===== config.mk =====
export PLATFORM = sky130hd
export DESIGN_NAME = nfc_host_frame_encoder_core
export DESIGN_NICKNAME = d
export VERILOG_FILES = /design/src/nfc_enc_pkg.sv /design/src/nfc_enc_front.sv /design/src/nfc_enc_queue.sv /design/src/nfc_enc_back.sv /design/src/nfc_host_frame_encoder_core.sv
export SDC_FILE = /design/constraint.sdc
export NUM_CORES = 1
export LEC_CHECK = 0
export BUFFER_PORTS_ARGS = -buffer_cell sky130_fd_sc_hd__buf_2
export CAP_MARGIN = 10
export CORE_MARGIN = 2
export CORE_UTILIZATION = 55
export CTS_CLUSTER_DIAMETER = 100
export DETAILED_ROUTE_END_ITERATION = 10
export MAX_ROUTING_LAYER = met4
export PLACE_DENSITY = 0.73
export SYNTH_ARGS = -nofsm -noshare
export SYNTH_HDL_FRONTEND = slang
export SYNTH_SLANG_ARGS = --single-unit

===== constraint.sdc =====
create_clock -name clk_i -period 5.3 [get_ports clk_i]
set_input_delay 0.795 -clock clk_i [delete_from_list [all_inputs] [get_ports clk_i]]
set_output_delay 0.795 -clock clk_i [all_outputs]
set_load 0.02 [all_outputs]

===== src/nfc_enc_pkg.sv =====
// types and constants shared by the nfc host frame encoder
// no dependencies
`timescale 1ns / 1ps
`default_nettype none

package nfc_enc_pkg;

  localparam logic [7:0] PreambleByte  = 8'h00;
  localparam logic [7:0] StartCode1    = 8'h00;
  localparam logic [7:0] StartCode2    = 8'hFF;
  localparam logic [7:0] PostambleByte = 8'h00;
  localparam logic [7:0] DirHostToCtrl = 8'hD4;
  localparam logic [7:0] ErrorByte     = 8'h00;

  localparam logic       FuncStart     = 1'b0;
  localparam logic       FuncPayload   = 1'b1;

  localparam int unsigned IdxW = 4;

  // byte positions within a frame
  localparam logic [IdxW-1:0] IdxPreamble  = 4'd0;
  localparam logic [IdxW-1:0] IdxStart1    = 4'd1;
  localparam logic [IdxW-1:0] IdxStart2    = 4'd2;
  localparam logic [IdxW-1:0] IdxLen       = 4'd3;
  localparam logic [IdxW-1:0] IdxLcs       = 4'd4;
  localparam logic [IdxW-1:0] IdxDir       = 4'd5;
  localparam logic [IdxW-1:0] IdxBody      = 4'd6;
  localparam logic [IdxW-1:0] IdxDcs       = 4'd7;
  localparam logic [IdxW-1:0] IdxPostamble = 4'd8;

  localparam int unsigned QueueDepth = 4;
  localparam int unsigned QueuePtrW  = $clog2(QueueDepth);
  localparam int unsigned QueueCntW  = $clog2(QueueDepth + 1);

  typedef struct packed {
    logic       func;
    logic [7:0] cmd;
    logic [7:0] payload_len;
    logic [7:0] data_byte;
  } in_item_t;

  typedef struct packed {
    logic [7:0] out_byte;
    logic       frame_end;
    logic       error;
  } out_item_t;

  // one classified request for the byte sequencer
  typedef struct packed {
    logic            err;
    logic [IdxW-1:0] first;
    logic [IdxW-1:0] last;
    logic [7:0]      body;
    logic [7:0]      len;
    logic [7:0]      lcs;
    logic [7:0]      dcs;
  } job_t;

endpackage

`default_nettype wire


===== src/nfc_enc_front.sv =====
// front end: accepts requests, tracks frame state and checksum, issues jobs
// depends on nfc_enc_pkg
`timescale 1ns / 1ps
`default_nettype none

module nfc_enc_front (
  input  wire                  clk_i,
  input  wire                  rst_ni,
  input  wire                  in_valid_i,
  output logic                 in_ready_o,
  input  nfc_enc_pkg::in_item_t in_item_i,
  output logic                 push_o,
  input  wire                  push_ready_i,
  output nfc_enc_pkg::job_t    job_o
);

  logic [7:0] check_sum_q, check_sum_d;
  logic [7:0] bytes_left_q, bytes_left_d;
  logic       frame_open_q, frame_open_d;

  logic       accept;
  logic [7:0] sum_start;
  logic [7:0] sum_next;
  logic [7:0] left_next;
  logic [7:0] len;
  logic       close;

  assign in_ready_o = push_ready_i;
  assign accept     = in_valid_i && push_ready_i;
  assign push_o     = accept;

  assign sum_start = nfc_enc_pkg::DirHostToCtrl + in_item_i.cmd;
  assign sum_next  = check_sum_q + in_item_i.data_byte;
  assign left_next = bytes_left_q - 8'd1;
  assign len       = in_item_i.payload_len + 8'd2;

  always_comb begin
    check_sum_d  = check_sum_q;
    bytes_left_d = bytes_left_q;
    frame_open_d = frame_open_q;
    close        = 1'b0;
    job_o        = '0;
    job_o.len    = len;
    job_o.lcs    = 8'd0 - len;
    if (in_item_i.func == nfc_enc_pkg::FuncStart) begin
      close        = (in_item_i.payload_len == 8'd0);
      job_o.first  = nfc_enc_pkg::IdxPreamble;
      job_o.last   = close ? nfc_enc_pkg::IdxPostamble : nfc_enc_pkg::IdxBody;
      job_o.body   = in_item_i.cmd;
      job_o.dcs    = 8'd0 - sum_start;
      frame_open_d = !close;
      bytes_left_d = in_item_i.payload_len;
      check_sum_d  = close ? 8'd0 : sum_start;
    end else if (!frame_open_q) begin
      job_o.err    = 1'b1;
    end else begin
      close        = (left_next == 8'd0);
      job_o.first  = nfc_enc_pkg::IdxBody;
      job_o.last   = close ? nfc_enc_pkg::IdxPostamble : nfc_enc_pkg::IdxBody;
      job_o.body   = in_item_i.data_byte;
      job_o.dcs    = 8'd0 - sum_next;
      frame_open_d = !close;
      bytes_left_d = left_next;
      check_sum_d  = close ? 8'd0 : sum_next;
    end
  end

  always_ff @(posedge clk_i or negedge rst_ni) begin
    if (!rst_ni) begin
      check_sum_q  <= 8'd0;
      bytes_left_q <= 8'd0;
      frame_open_q <= 1'b0;
    end else if (accept) begin
      check_sum_q  <= check_sum_d;
      bytes_left_q <= bytes_left_d;
      frame_open_q <= frame_open_d;
    end
  end

endmodule

`default_nettype wire


===== src/nfc_enc_queue.sv =====
// short job queue between front end and byte sequencer
// depends on nfc_enc_pkg
`timescale 1ns / 1ps
`default_nettype none

module nfc_enc_queue (
  input  wire               clk_i,
  input  wire               rst_ni,
  input  wire               push_i,
  output logic              push_ready_o,
  input  nfc_enc_pkg::job_t push_job_i,
  input  wire               pop_i,
  output logic              head_valid_o,
  output nfc_enc_pkg::job_t head_job_o
);

  nfc_enc_pkg::job_t mem_q [nfc_enc_pkg::QueueDepth];

  logic [nfc_enc_pkg::QueuePtrW-1:0] wr_ptr_q, rd_ptr_q;
  logic [nfc_enc_pkg::QueueCntW-1:0] count_q;

  assign push_ready_o = (count_q != nfc_enc_pkg::QueueCntW'(nfc_enc_pkg::QueueDepth));
  assign head_valid_o = (count_q != '0);
  assign head_job_o   = mem_q[rd_ptr_q];

  always_ff @(posedge clk_i) begin
    if (push_i) begin
      mem_q[wr_ptr_q] <= push_job_i;
    end
  end

  always_ff @(posedge clk_i or negedge rst_ni) begin
    if (!rst_ni) begin
      wr_ptr_q <= '0;
      rd_ptr_q <= '0;
      count_q  <= '0;
    end else begin
      if (push_i) begin
        wr_ptr_q <= wr_ptr_q + 1'b1;
      end
      if (pop_i) begin
        rd_ptr_q <= rd_ptr_q + 1'b1;
      end
      if (push_i && !pop_i) begin
        count_q <= count_q + 1'b1;
      end else if (pop_i && !push_i) begin
        count_q <= count_q - 1'b1;
      end
    end
  end

endmodule

`default_nettype wire


===== src/nfc_enc_back.sv =====
// back end: jobs to frame bytes in the output register, one a cycle if not stalled
// depends on nfc_enc_pkg
`timescale 1ns / 1ps
`default_nettype none

module nfc_enc_back (
  input  wire                    clk_i,
  input  wire                    rst_ni,
  input  wire                    head_valid_i,
  input  nfc_enc_pkg::job_t      head_job_i,
  output logic                   pop_o,
  output logic                   out_valid_o,
  input  wire                    out_ready_i,
  output nfc_enc_pkg::out_item_t out_item_o
);

  logic [nfc_enc_pkg::IdxW-1:0] pos_q;
  logic [nfc_enc_pkg::IdxW-1:0] idx;
  logic                         out_valid_q;
  nfc_enc_pkg::out_item_t       out_q, out_d;
  logic                         advance;
  logic                         fire;
  logic                         last;

  assign idx     = head_job_i.first + pos_q;
  assign last    = head_job_i.err || (idx == head_job_i.last);
  assign advance = !out_valid_q || out_ready_i;
  assign fire    = advance && head_valid_i;
  assign pop_o   = fire && last;

  always_comb begin
    out_d = '0;
    if (head_job_i.err) begin
      out_d.out_byte  = nfc_enc_pkg::ErrorByte;
      out_d.frame_end = 1'b1;
      out_d.error     = 1'b1;
    end else begin
      unique case (idx)
        nfc_enc_pkg::IdxPreamble:  out_d.out_byte = nfc_enc_pkg::PreambleByte;
        nfc_enc_pkg::IdxStart1:    out_d.out_byte = nfc_enc_pkg::StartCode1;
        nfc_enc_pkg::IdxStart2:    out_d.out_byte = nfc_enc_pkg::StartCode2;
        nfc_enc_pkg::IdxLen:       out_d.out_byte = head_job_i.len;
        nfc_enc_pkg::IdxLcs:       out_d.out_byte = head_job_i.lcs;
        nfc_enc_pkg::IdxDir:       out_d.out_byte = nfc_enc_pkg::DirHostToCtrl;
        nfc_enc_pkg::IdxBody:      out_d.out_byte = head_job_i.body;
        nfc_enc_pkg::IdxDcs:       out_d.out_byte = head_job_i.dcs;
        nfc_enc_pkg::IdxPostamble: begin
          out_d.out_byte  = nfc_enc_pkg::PostambleByte;
          out_d.frame_end = 1'b1;
        end
        default:                   out_d.out_byte = nfc_enc_pkg::PostambleByte;
      endcase
    end
  end

  always_ff @(posedge clk_i or negedge rst_ni) begin
    if (!rst_ni) begin
      pos_q       <= '0;
      out_valid_q <= 1'b0;
    end else if (fire) begin
      out_valid_q <= 1'b1;
      pos_q       <= last ? '0 : pos_q + 1'b1;
    end else if (out_ready_i) begin
      out_valid_q <= 1'b0;
    end
  end

  always_ff @(posedge clk_i) begin
    if (fire) begin
      out_q <= out_d;
    end
  end

  assign out_valid_o = out_valid_q;
  assign out_item_o  = out_q;

endmodule

`default_nettype wire


===== src/nfc_host_frame_encoder_core.sv =====
// top level of the nfc host frame encoder: front end, job queue, byte sequencer
// depends on nfc_enc_pkg, nfc_enc_front, nfc_enc_queue, nfc_enc_back
//
// input channel (in_valid_i / in_ready_o / in_item_i): func 0 starts a frame
// with cmd and payload_len, func 1 carries one payload byte. output channel
// (out_valid_o / out_ready_i / out_item_o) delivers the frame one byte per
// transfer: preamble, start codes, len, lcs, direction, command, payload,
// dcs and postamble, with frame_end on the postamble. a payload byte with no
// frame open gives a single result with frame_end and error set.
// a request is taken by the front end and queued as a job; its first byte
// reaches the output through the job queue and the output register. the back
// end sends one byte per cycle while the receiver is ready, so payload requests
// sustain one per cycle then, but the last of a frame adds dcs and postamble; a
// start request holds the sequencer for 7 bytes, or 9 with an empty payload;
// the four-entry queue absorbs requests meanwhile. reset clears the frame state,
// the queue pointers and count and the output valid flag. when the receiver
// stalls the output byte holds, the queue fills and in_ready_o drops once full.
`timescale 1ns / 1ps
`default_nettype none

module nfc_host_frame_encoder_core (
  input  wire                    clk_i,
  input  wire                    rst_ni,
  input  wire                    in_valid_i,
  output logic                   in_ready_o,
  input  nfc_enc_pkg::in_item_t  in_item_i,
  output logic                   out_valid_o,
  input  wire                    out_ready_i,
  output nfc_enc_pkg::out_item_t out_item_o
);

  logic              push;
  logic              push_ready;
  logic              pop;
  logic              head_valid;
  nfc_enc_pkg::job_t push_job;
  nfc_enc_pkg::job_t head_job;

  nfc_enc_front u_front (
    .clk_i       (clk_i),
    .rst_ni      (rst_ni),
    .in_valid_i  (in_valid_i),
    .in_ready_o  (in_ready_o),
    .in_item_i   (in_item_i),
    .push_o      (push),
    .push_ready_i(push_ready),
    .job_o       (push_job)
  );

  nfc_enc_queue u_queue (
    .clk_i       (clk_i),
    .rst_ni      (rst_ni),
    .push_i      (push),
    .push_ready_o(push_ready),
    .push_job_i  (push_job),
    .pop_i       (pop),
    .head_valid_o(head_valid),
    .head_job_o  (head_job)
  );

  nfc_enc_back u_back (
    .clk_i       (clk_i),
    .rst_ni      (rst_ni),
    .head_valid_i(head_valid),
    .head_job_i  (head_job),
    .pop_o       (pop),
    .out_valid_o (out_valid_o),
    .out_ready_i (out_ready_i),
    .out_item_o  (out_item_o)
  );

endmodule

`default_nettype wire


==> metrics, run 1 <==
status finished, final reports clean; Clock Latency Late Sink 0.43 ns; first-pass GRT wire length 28370 um; drt drc 0; Setup crit start kind flip-flop; crit path capture type flip-flop; Detail Route Antenna Nets 0; RSZ-0062 raised after global routing false; io pins 41; critical path's top delay family adder cells; WP data arrival 4.20 ns; syn_area_per_cell 14.17 um^2; fin crit share 73.39%; clock tree buffer depth 2; I/O Buffers 40; gate count of the mapped netlist 594; Post-CTS Setup Repair Bufs 0; Leak Pwr 3.385 nW; Post-synth EDFFs 150; Final Max Slew Viols 0; syn_nets 649; hold_buf cts 0; Post-Route Utilization 61.84%; pwr dens 589.7 nW/um^2; initial antenna violation count 0; crit path max fanout 18; core area 15090 um^2; Most used DFF post-synth edfxtp_1; Rows 45; initial core utilization 55.78%; Hold Path Class input pin to asynchronous set/reset pin; worst vdd ir 282.8 uV; Hold Fails Final Rpt 0; # setup viols final 0; final non-filler cell total 839; CP max stage delay 0.83 ns; min Tclk post-route 3.890 ns; Overflow after GRT 0; Distinct cells, synth 65; Post-Route WL 17590 um; area of the multi-input gates 2968 um^2; register area share after synthesis 62.14%; drt via density 6.038; Post-DP Area 8803 um^2; cell area after layout 9331 um^2; Final #Nets 693; critical path's slowest cell fa_1; worst endpoint required time 5.61 ns; maximum clock frequency 257.1 MHz; initial drt markers 607; placed instance count 807; CTS sink count 179; Placement Setup Slack 1.424 ns; share of layout cells above drive strength 1 17.05%; crit path buf inv count 2; max cap viols 0; Pre-Repair DR Iteration Count 8; slew at the pin closest to its max-slew limit 1.213 ns; FF+latch area 5231 um^2; clock root cell clkbuf_16; Area growth syn-to-layout 10.87%; Num CTS Buffers 17; setup TNS 0 ns; largest net degree at the start of global routing 37; Tot GR Track Use 24.36%; asr flop ratio synth 16.20%; skew final 0.007085 ns; RD Place Congestion 0.8738; die area 16310 um^2; Ys Warns 0; Syn Std Cell Area 8417 um^2; Fillers 1131; crit path cell chain mux4_2, ha_1, inv_1, fa_1, nand2b_1, or2_0, a211oi_1, or2_2, nand2_1, ha_1, inv_1, fa_1, mux2_2; chip height 127.7 um; Slew HR 18.81%; Vias 5066; Setup WS post-layout 1.410 ns; vias in the first global route 5198; post-CTS resize count 0; die width 127.7 um; CTS tree yes; DP HPWL 12180 um; post-DR wirelength/cell 20.96 um; clk slew on worst S/H paths 0.06 ns; Setup CP Type flip-flop to flip-flop; antenna cells 0; H-tree depth 4; Yosys reg bits 179
-- cell type report --
class                      count  area share (%)
timing repair buffer          46           2.628
clock inverter                11          0.9386
multi-input combinational    361           31.80
inverter                      33           1.327
tap                          188           2.521
sequential                   179           56.06
clock buffer                  21           4.720
-- registers in the layout, summed over array words and instances, names as in the netlist --
signal                cells
u_back.out_valid_o        1
u_back.out_item_o        10
u_front.frame_open_q      1
u_queue.count_q           3
u_front.check_sum_q       8
u_queue.mem_q           140
u_queue.wr_ptr_q          2
u_back.pos_q              4
u_front.bytes_left_q      8
u_queue.rd_ptr_q          2
-- worst reg2reg max path, cell delays in order (launching register included) --
cell and delay (ns):
dfrtp_2 0.42, mux4_2 0.35, ha_1 0.14, inv_1 0.05
fa_1 0.83, nand2b_1 0.16, or2_0 0.22, a211oi_1 0.28
or2_2 0.22, nand2_1 0.11, ha_1 0.25, inv_1 0.07
fa_1 0.41, mux2_2 0.27
-- per-stage QoR --
step | hold slack, ns | total power [W]
after floorplan | 0.4538 | 0.003811
after global placement | 0.4759 | 0.004327
after detailed placement | 0.4867 | 0.004396
after CTS | 0.4506 | 0.005530
after global routing | 0.4694 | 0.005852
final | 0.4313 | 0.005503
-- cell usage in the layout (no fill, tap or decap), drive strengths merged, types with 5 or more instances in the layout --
cell type,count
a21oi,15
a22o,5
a22oi,6
and3,5
buf,46
clkbuf,21
clkinv,7
dfrtp,29
edfxtp,150
ha,23
inv,34
mux4,35
nand2,44
nand3,15
nor2,39
nor2b,6
nor3,11
o21ai,37
o22ai,11
xnor2,21
xor2,18
-- worst paths after layout --
check | from | slack [ns] | end | depth (start not counted)
setup reg to reg | u_queue.rd_ptr_q[0] | 1.41 | u_queue.count_q[1] | 13
hold reg to reg | u_back.out_valid_o | 0.51 | u_back.out_valid_o | 2
max in group asynchronous | rst_ni | 4.34 | u_queue.rd_ptr_q[0] | 1
hold / removal | rst_ni | 0.43 | u_front.bytes_left_q[1] | 1
min in group clk_i | u_back.out_valid_o | 0.51 | u_back.out_valid_o | 2
setup / recovery | u_queue.rd_ptr_q[0] | 1.41 | u_queue.count_q[1] | 13
-- power by group --
part,internal [W],switching (W),total (W)
sequential,0.00200,0.000177,0.00218
clock,0.000639,0.000489,0.00113
combinational,0.000888,0.00130,0.00219
-- Yosys cell counts, drive strengths merged (3+ instances only) --
| cell type | count | area share [%] |
|---|---|---|
| fa | 3 | 0.71 |
| o21ai | 37 | 2.2 |
| o22ai | 11 | 0.82 |
| a31oi | 3 | 0.30 |
| a221oi | 3 | 0.31 |
| a22o | 5 | 0.52 |
| clkbuf | 14 | 0.62 |
| a22oi | 6 | 0.54 |
| and3 | 5 | 0.37 |
| nand3 | 15 | 0.89 |
| xor2 | 18 | 1.9 |
| a222oi | 3 | 0.36 |
| ha | 23 | 3.4 |
| dfrtp | 29 | 8.6 |
| buf | 7 | 0.51 |
| nand2 | 44 | 2.0 |
| nor2 | 39 | 1.7 |
| a21o | 4 | 0.36 |
| or3 | 3 | 0.22 |
| a21oi | 15 | 0.89 |
| mux4 | 35 | 9.6 |
| o31ai | 3 | 0.27 |
| nor2b | 6 | 0.45 |
| inv | 33 | 1.5 |
| nor3 | 11 | 0.65 |
| edfxtp | 150 | 54 |
| o211ai | 4 | 0.42 |
| nand2b | 3 | 0.22 |
| or2 | 3 | 0.22 |
| xnor2 | 21 | 2.2 |
| nor4 | 4 | 0.30 |
-- layer usage --
metal	GRT usage (%)	up-vias	part of all wire (%)
li1	-	2366	-
met1	31.64	2510	42
met3	5.092	27	5.8
met5	-	-	0
met2	38.94	163	50
met4	8.080	0	2.1
-- cells by family (layout without fill, tap and decap cells) --
kind of cell | after synthesis | after routing | synth area share (%)
DFF | 179 | 179 | 62.14
muxes | 37 | 37 | 9.841
xor gates and xnor gates | 39 | 39 | 4.058
and+or+nand+nor | 144 | 144 | 8.102
AOI/OAI and AO/OA | 115 | 115 | 9.127
adders and majority gates | 26 | 26 | 4.133
buffers and inverters | 54 | 111 | 2.601
Note: power is estimated with default switching activity, not from simulation.
==> run 2: changes to the inputs <==
--- a/config.mk
+++ b/config.mk
@@ -12,7 +12,7 @@
 export CTS_CLUSTER_DIAMETER = 100
 export DETAILED_ROUTE_END_ITERATION = 10
 export MAX_ROUTING_LAYER = met4
-export PLACE_DENSITY = 0.73
+export PLACE_DENSITY = 0.76
 export SYNTH_ARGS = -nofsm -noshare
 export SYNTH_HDL_FRONTEND = slang
 export SYNTH_SLANG_ARGS = --single-unit
==> constraint.sdc (replaced) <==
create_clock -name clk_i -period 3.3 [get_ports clk_i]
set_input_delay 0.495 -clock clk_i [delete_from_list [all_inputs] [get_ports clk_i]]
set_output_delay 0.495 -clock clk_i [all_outputs]
set_load 0.02 [all_outputs]
==> metrics, run 2 (same netlist as run 1, synthesis figures left out) <==
clock tree buffer depth 2; die area 16310 um^2; Clock power frac 21.6%; DP HPWL 12310 um; maximum clock frequency 303.8 MHz; Detail Route Antenna Nets 0; chip height 127.7 um; Leak Pwr 3.499 nW; crit path cell chain mux4_2, ha_4, inv_2, fa_2, nand3b_1, a211oi_2, or2_4, nand2_4, ha_4, inv_2, fa_2, mux2_2; critical path's slowest cell mux4_2; Post-DP Area 8944 um^2; most frequent cells in the layout 150 x edfxtp_1, 43 x nand2_1, 40 x buf_2; vias in the first global route 5139; clock root cell clkbuf_16; Seq pwr share 37.4%; Hold Path Class input pin to asynchronous set/reset pin; initial antenna violation count 1; I/O Buffers 40; post-layout total power 0.009342 W; Largest Register u_queue.mem_q; max FFs per register 140; Fillers 1076; Pre-Repair DR Iteration Count 7; placed instance count 819; crit path capture type flip-flop; RD Place Congestion 0.8798; largest net degree at the start of global routing 36; Rows 45; RSZ-0062 raised after global routing true; critical path's top delay family adder cells; Internal 0.006034 W; Setup CP Type flip-flop to flip-flop; share of layout cells above drive strength 1 20.72%; core area 15090 um^2; CP max stage delay 0.55 ns; Post-Route Utilization 63.37%; # setup viols final 0; cell area after layout 9563 um^2; Vias 5338; io pins 41; Slew HR 28.02%; Overflow after GRT 0; hold_buf cts 0; status finished, final reports clean; min Tclk post-route 3.291 ns; Hold Fails Final Rpt 0; Num CTS Buffers 17; Clock Latency Late Sink 0.43 ns; worst endpoint required time 3.62 ns; slew at the pin closest to its max-slew limit 1.076 ns; crit path buf inv count 2; Psw 0.003308 W; Post-Route WL 17910 um; max cap viols 0; skew final 0.01273 ns; worst vdd ir 439.1 uV; Net Sw Frac 35.41%; first-pass GRT wire length 27950 um; Final #Nets 708; drt via density 6.243; pwr dens 976.9 nW/um^2; final non-filler cell total 855; die width 127.7 um; CTS sink count 179; fin crit share 99.74%; initial drt markers 557; drt drc 0; crit path max fanout 3; clk slew on worst S/H paths 0.07 ns; Tot GR Track Use 23.82%; post-DR wirelength/cell 20.95 um; Final Max Slew Viols 0; Area growth syn-to-layout 13.62%; R2R cell count 12; initial core utilization 55.78%; CTS tree yes; H-tree depth 4; Worst path depth 12; WP data arrival 3.62 ns; Setup crit start kind flip-flop; Logic pwr share 41.0%; commonest non-fill, non-tap cell in the layout edfxtp_1; Final Hold Slack 0.09311 ns
## run 2: power groups by stage
stage	registers (W)	clock network, W	logic, W
floorplan	0.00354	0	0.00274
global placement	0.00350	0	0.00369
detailed placement	0.00354	0	0.00376
CTS	0.00350	0.00205	0.00382
global route	0.00355	0.00214	0.00417
finish	0.00350	0.00202	0.00383
## run 2: final timing paths
check,startpoint,to,slack [ns]
setup / recovery,u_queue.rd_ptr_q[0],u_queue.count_q[1],0.009
hold / removal,rst_ni,u_back.pos_q[3],0.09
max in group asynchronous,rst_ni,u_queue.rd_ptr_q[0],2.73
hold reg to reg,u_queue.count_q[2],u_queue.count_q[2],0.50
setup reg to reg,u_queue.rd_ptr_q[0],u_queue.count_q[1],0.009
min in group clk_i,out_ready_i,u_back.out_valid_o,0.31
## run 2: timing repair
item	CTS	global route
pin swaps	4	0
buffers inserted	1	2
resized for setup	2	0
setup endpoints to repair	2	2
## run 2: layout make-up
type / instances / area, um^2 / share of cell area [%]
flip-flops and latches: 179 / 5231 / 54.70
well taps: 188 / 235.2 / 2.460
clock buffers: 19 / 432.9 / 4.527
diodes: 1 / 2.502 / 0.02617
multi-input cells: 361 / 3020 / 31.58
repair buffers: 61 / 357.8 / 3.742
inverters: 33 / 123.9 / 1.295
clock inverters: 13 / 158.9 / 1.662
## run 2: through the flow
stage | worst slack, ns | setup TNS (ns)
after detailed placement | -0.02048 | -0.03616
after floorplan | -0.4057 | -0.7682
after CTS | -0.01866 | -0.01866
after global placement | 0.06274 | 0
final | 0.008517 | 0
after global routing | -0.1144 | -0.2281
## run 2: worst register-to-register path, stage by stage (launching register included)
cell	delay, ns
dfrtp_2	0.38
mux4_2	0.55
ha_4	0.18
inv_2	0.05
fa_2	0.46
nand3b_1	0.20
a211oi_2	0.24
or2_4	0.17
nand2_4	0.06
ha_4	0.17
inv_2	0.05
fa_2	0.41
mux2_2	0.26
## run 2: layer usage
metal	global-route usage [%]	vias to the layer above	wire length (um)
li1	-	2410	-
met1	32.15	2663	7641
met2	36.84	237	8706
met3	5.050	28	1230
met4	7.692	0	332
met5	-	-	0
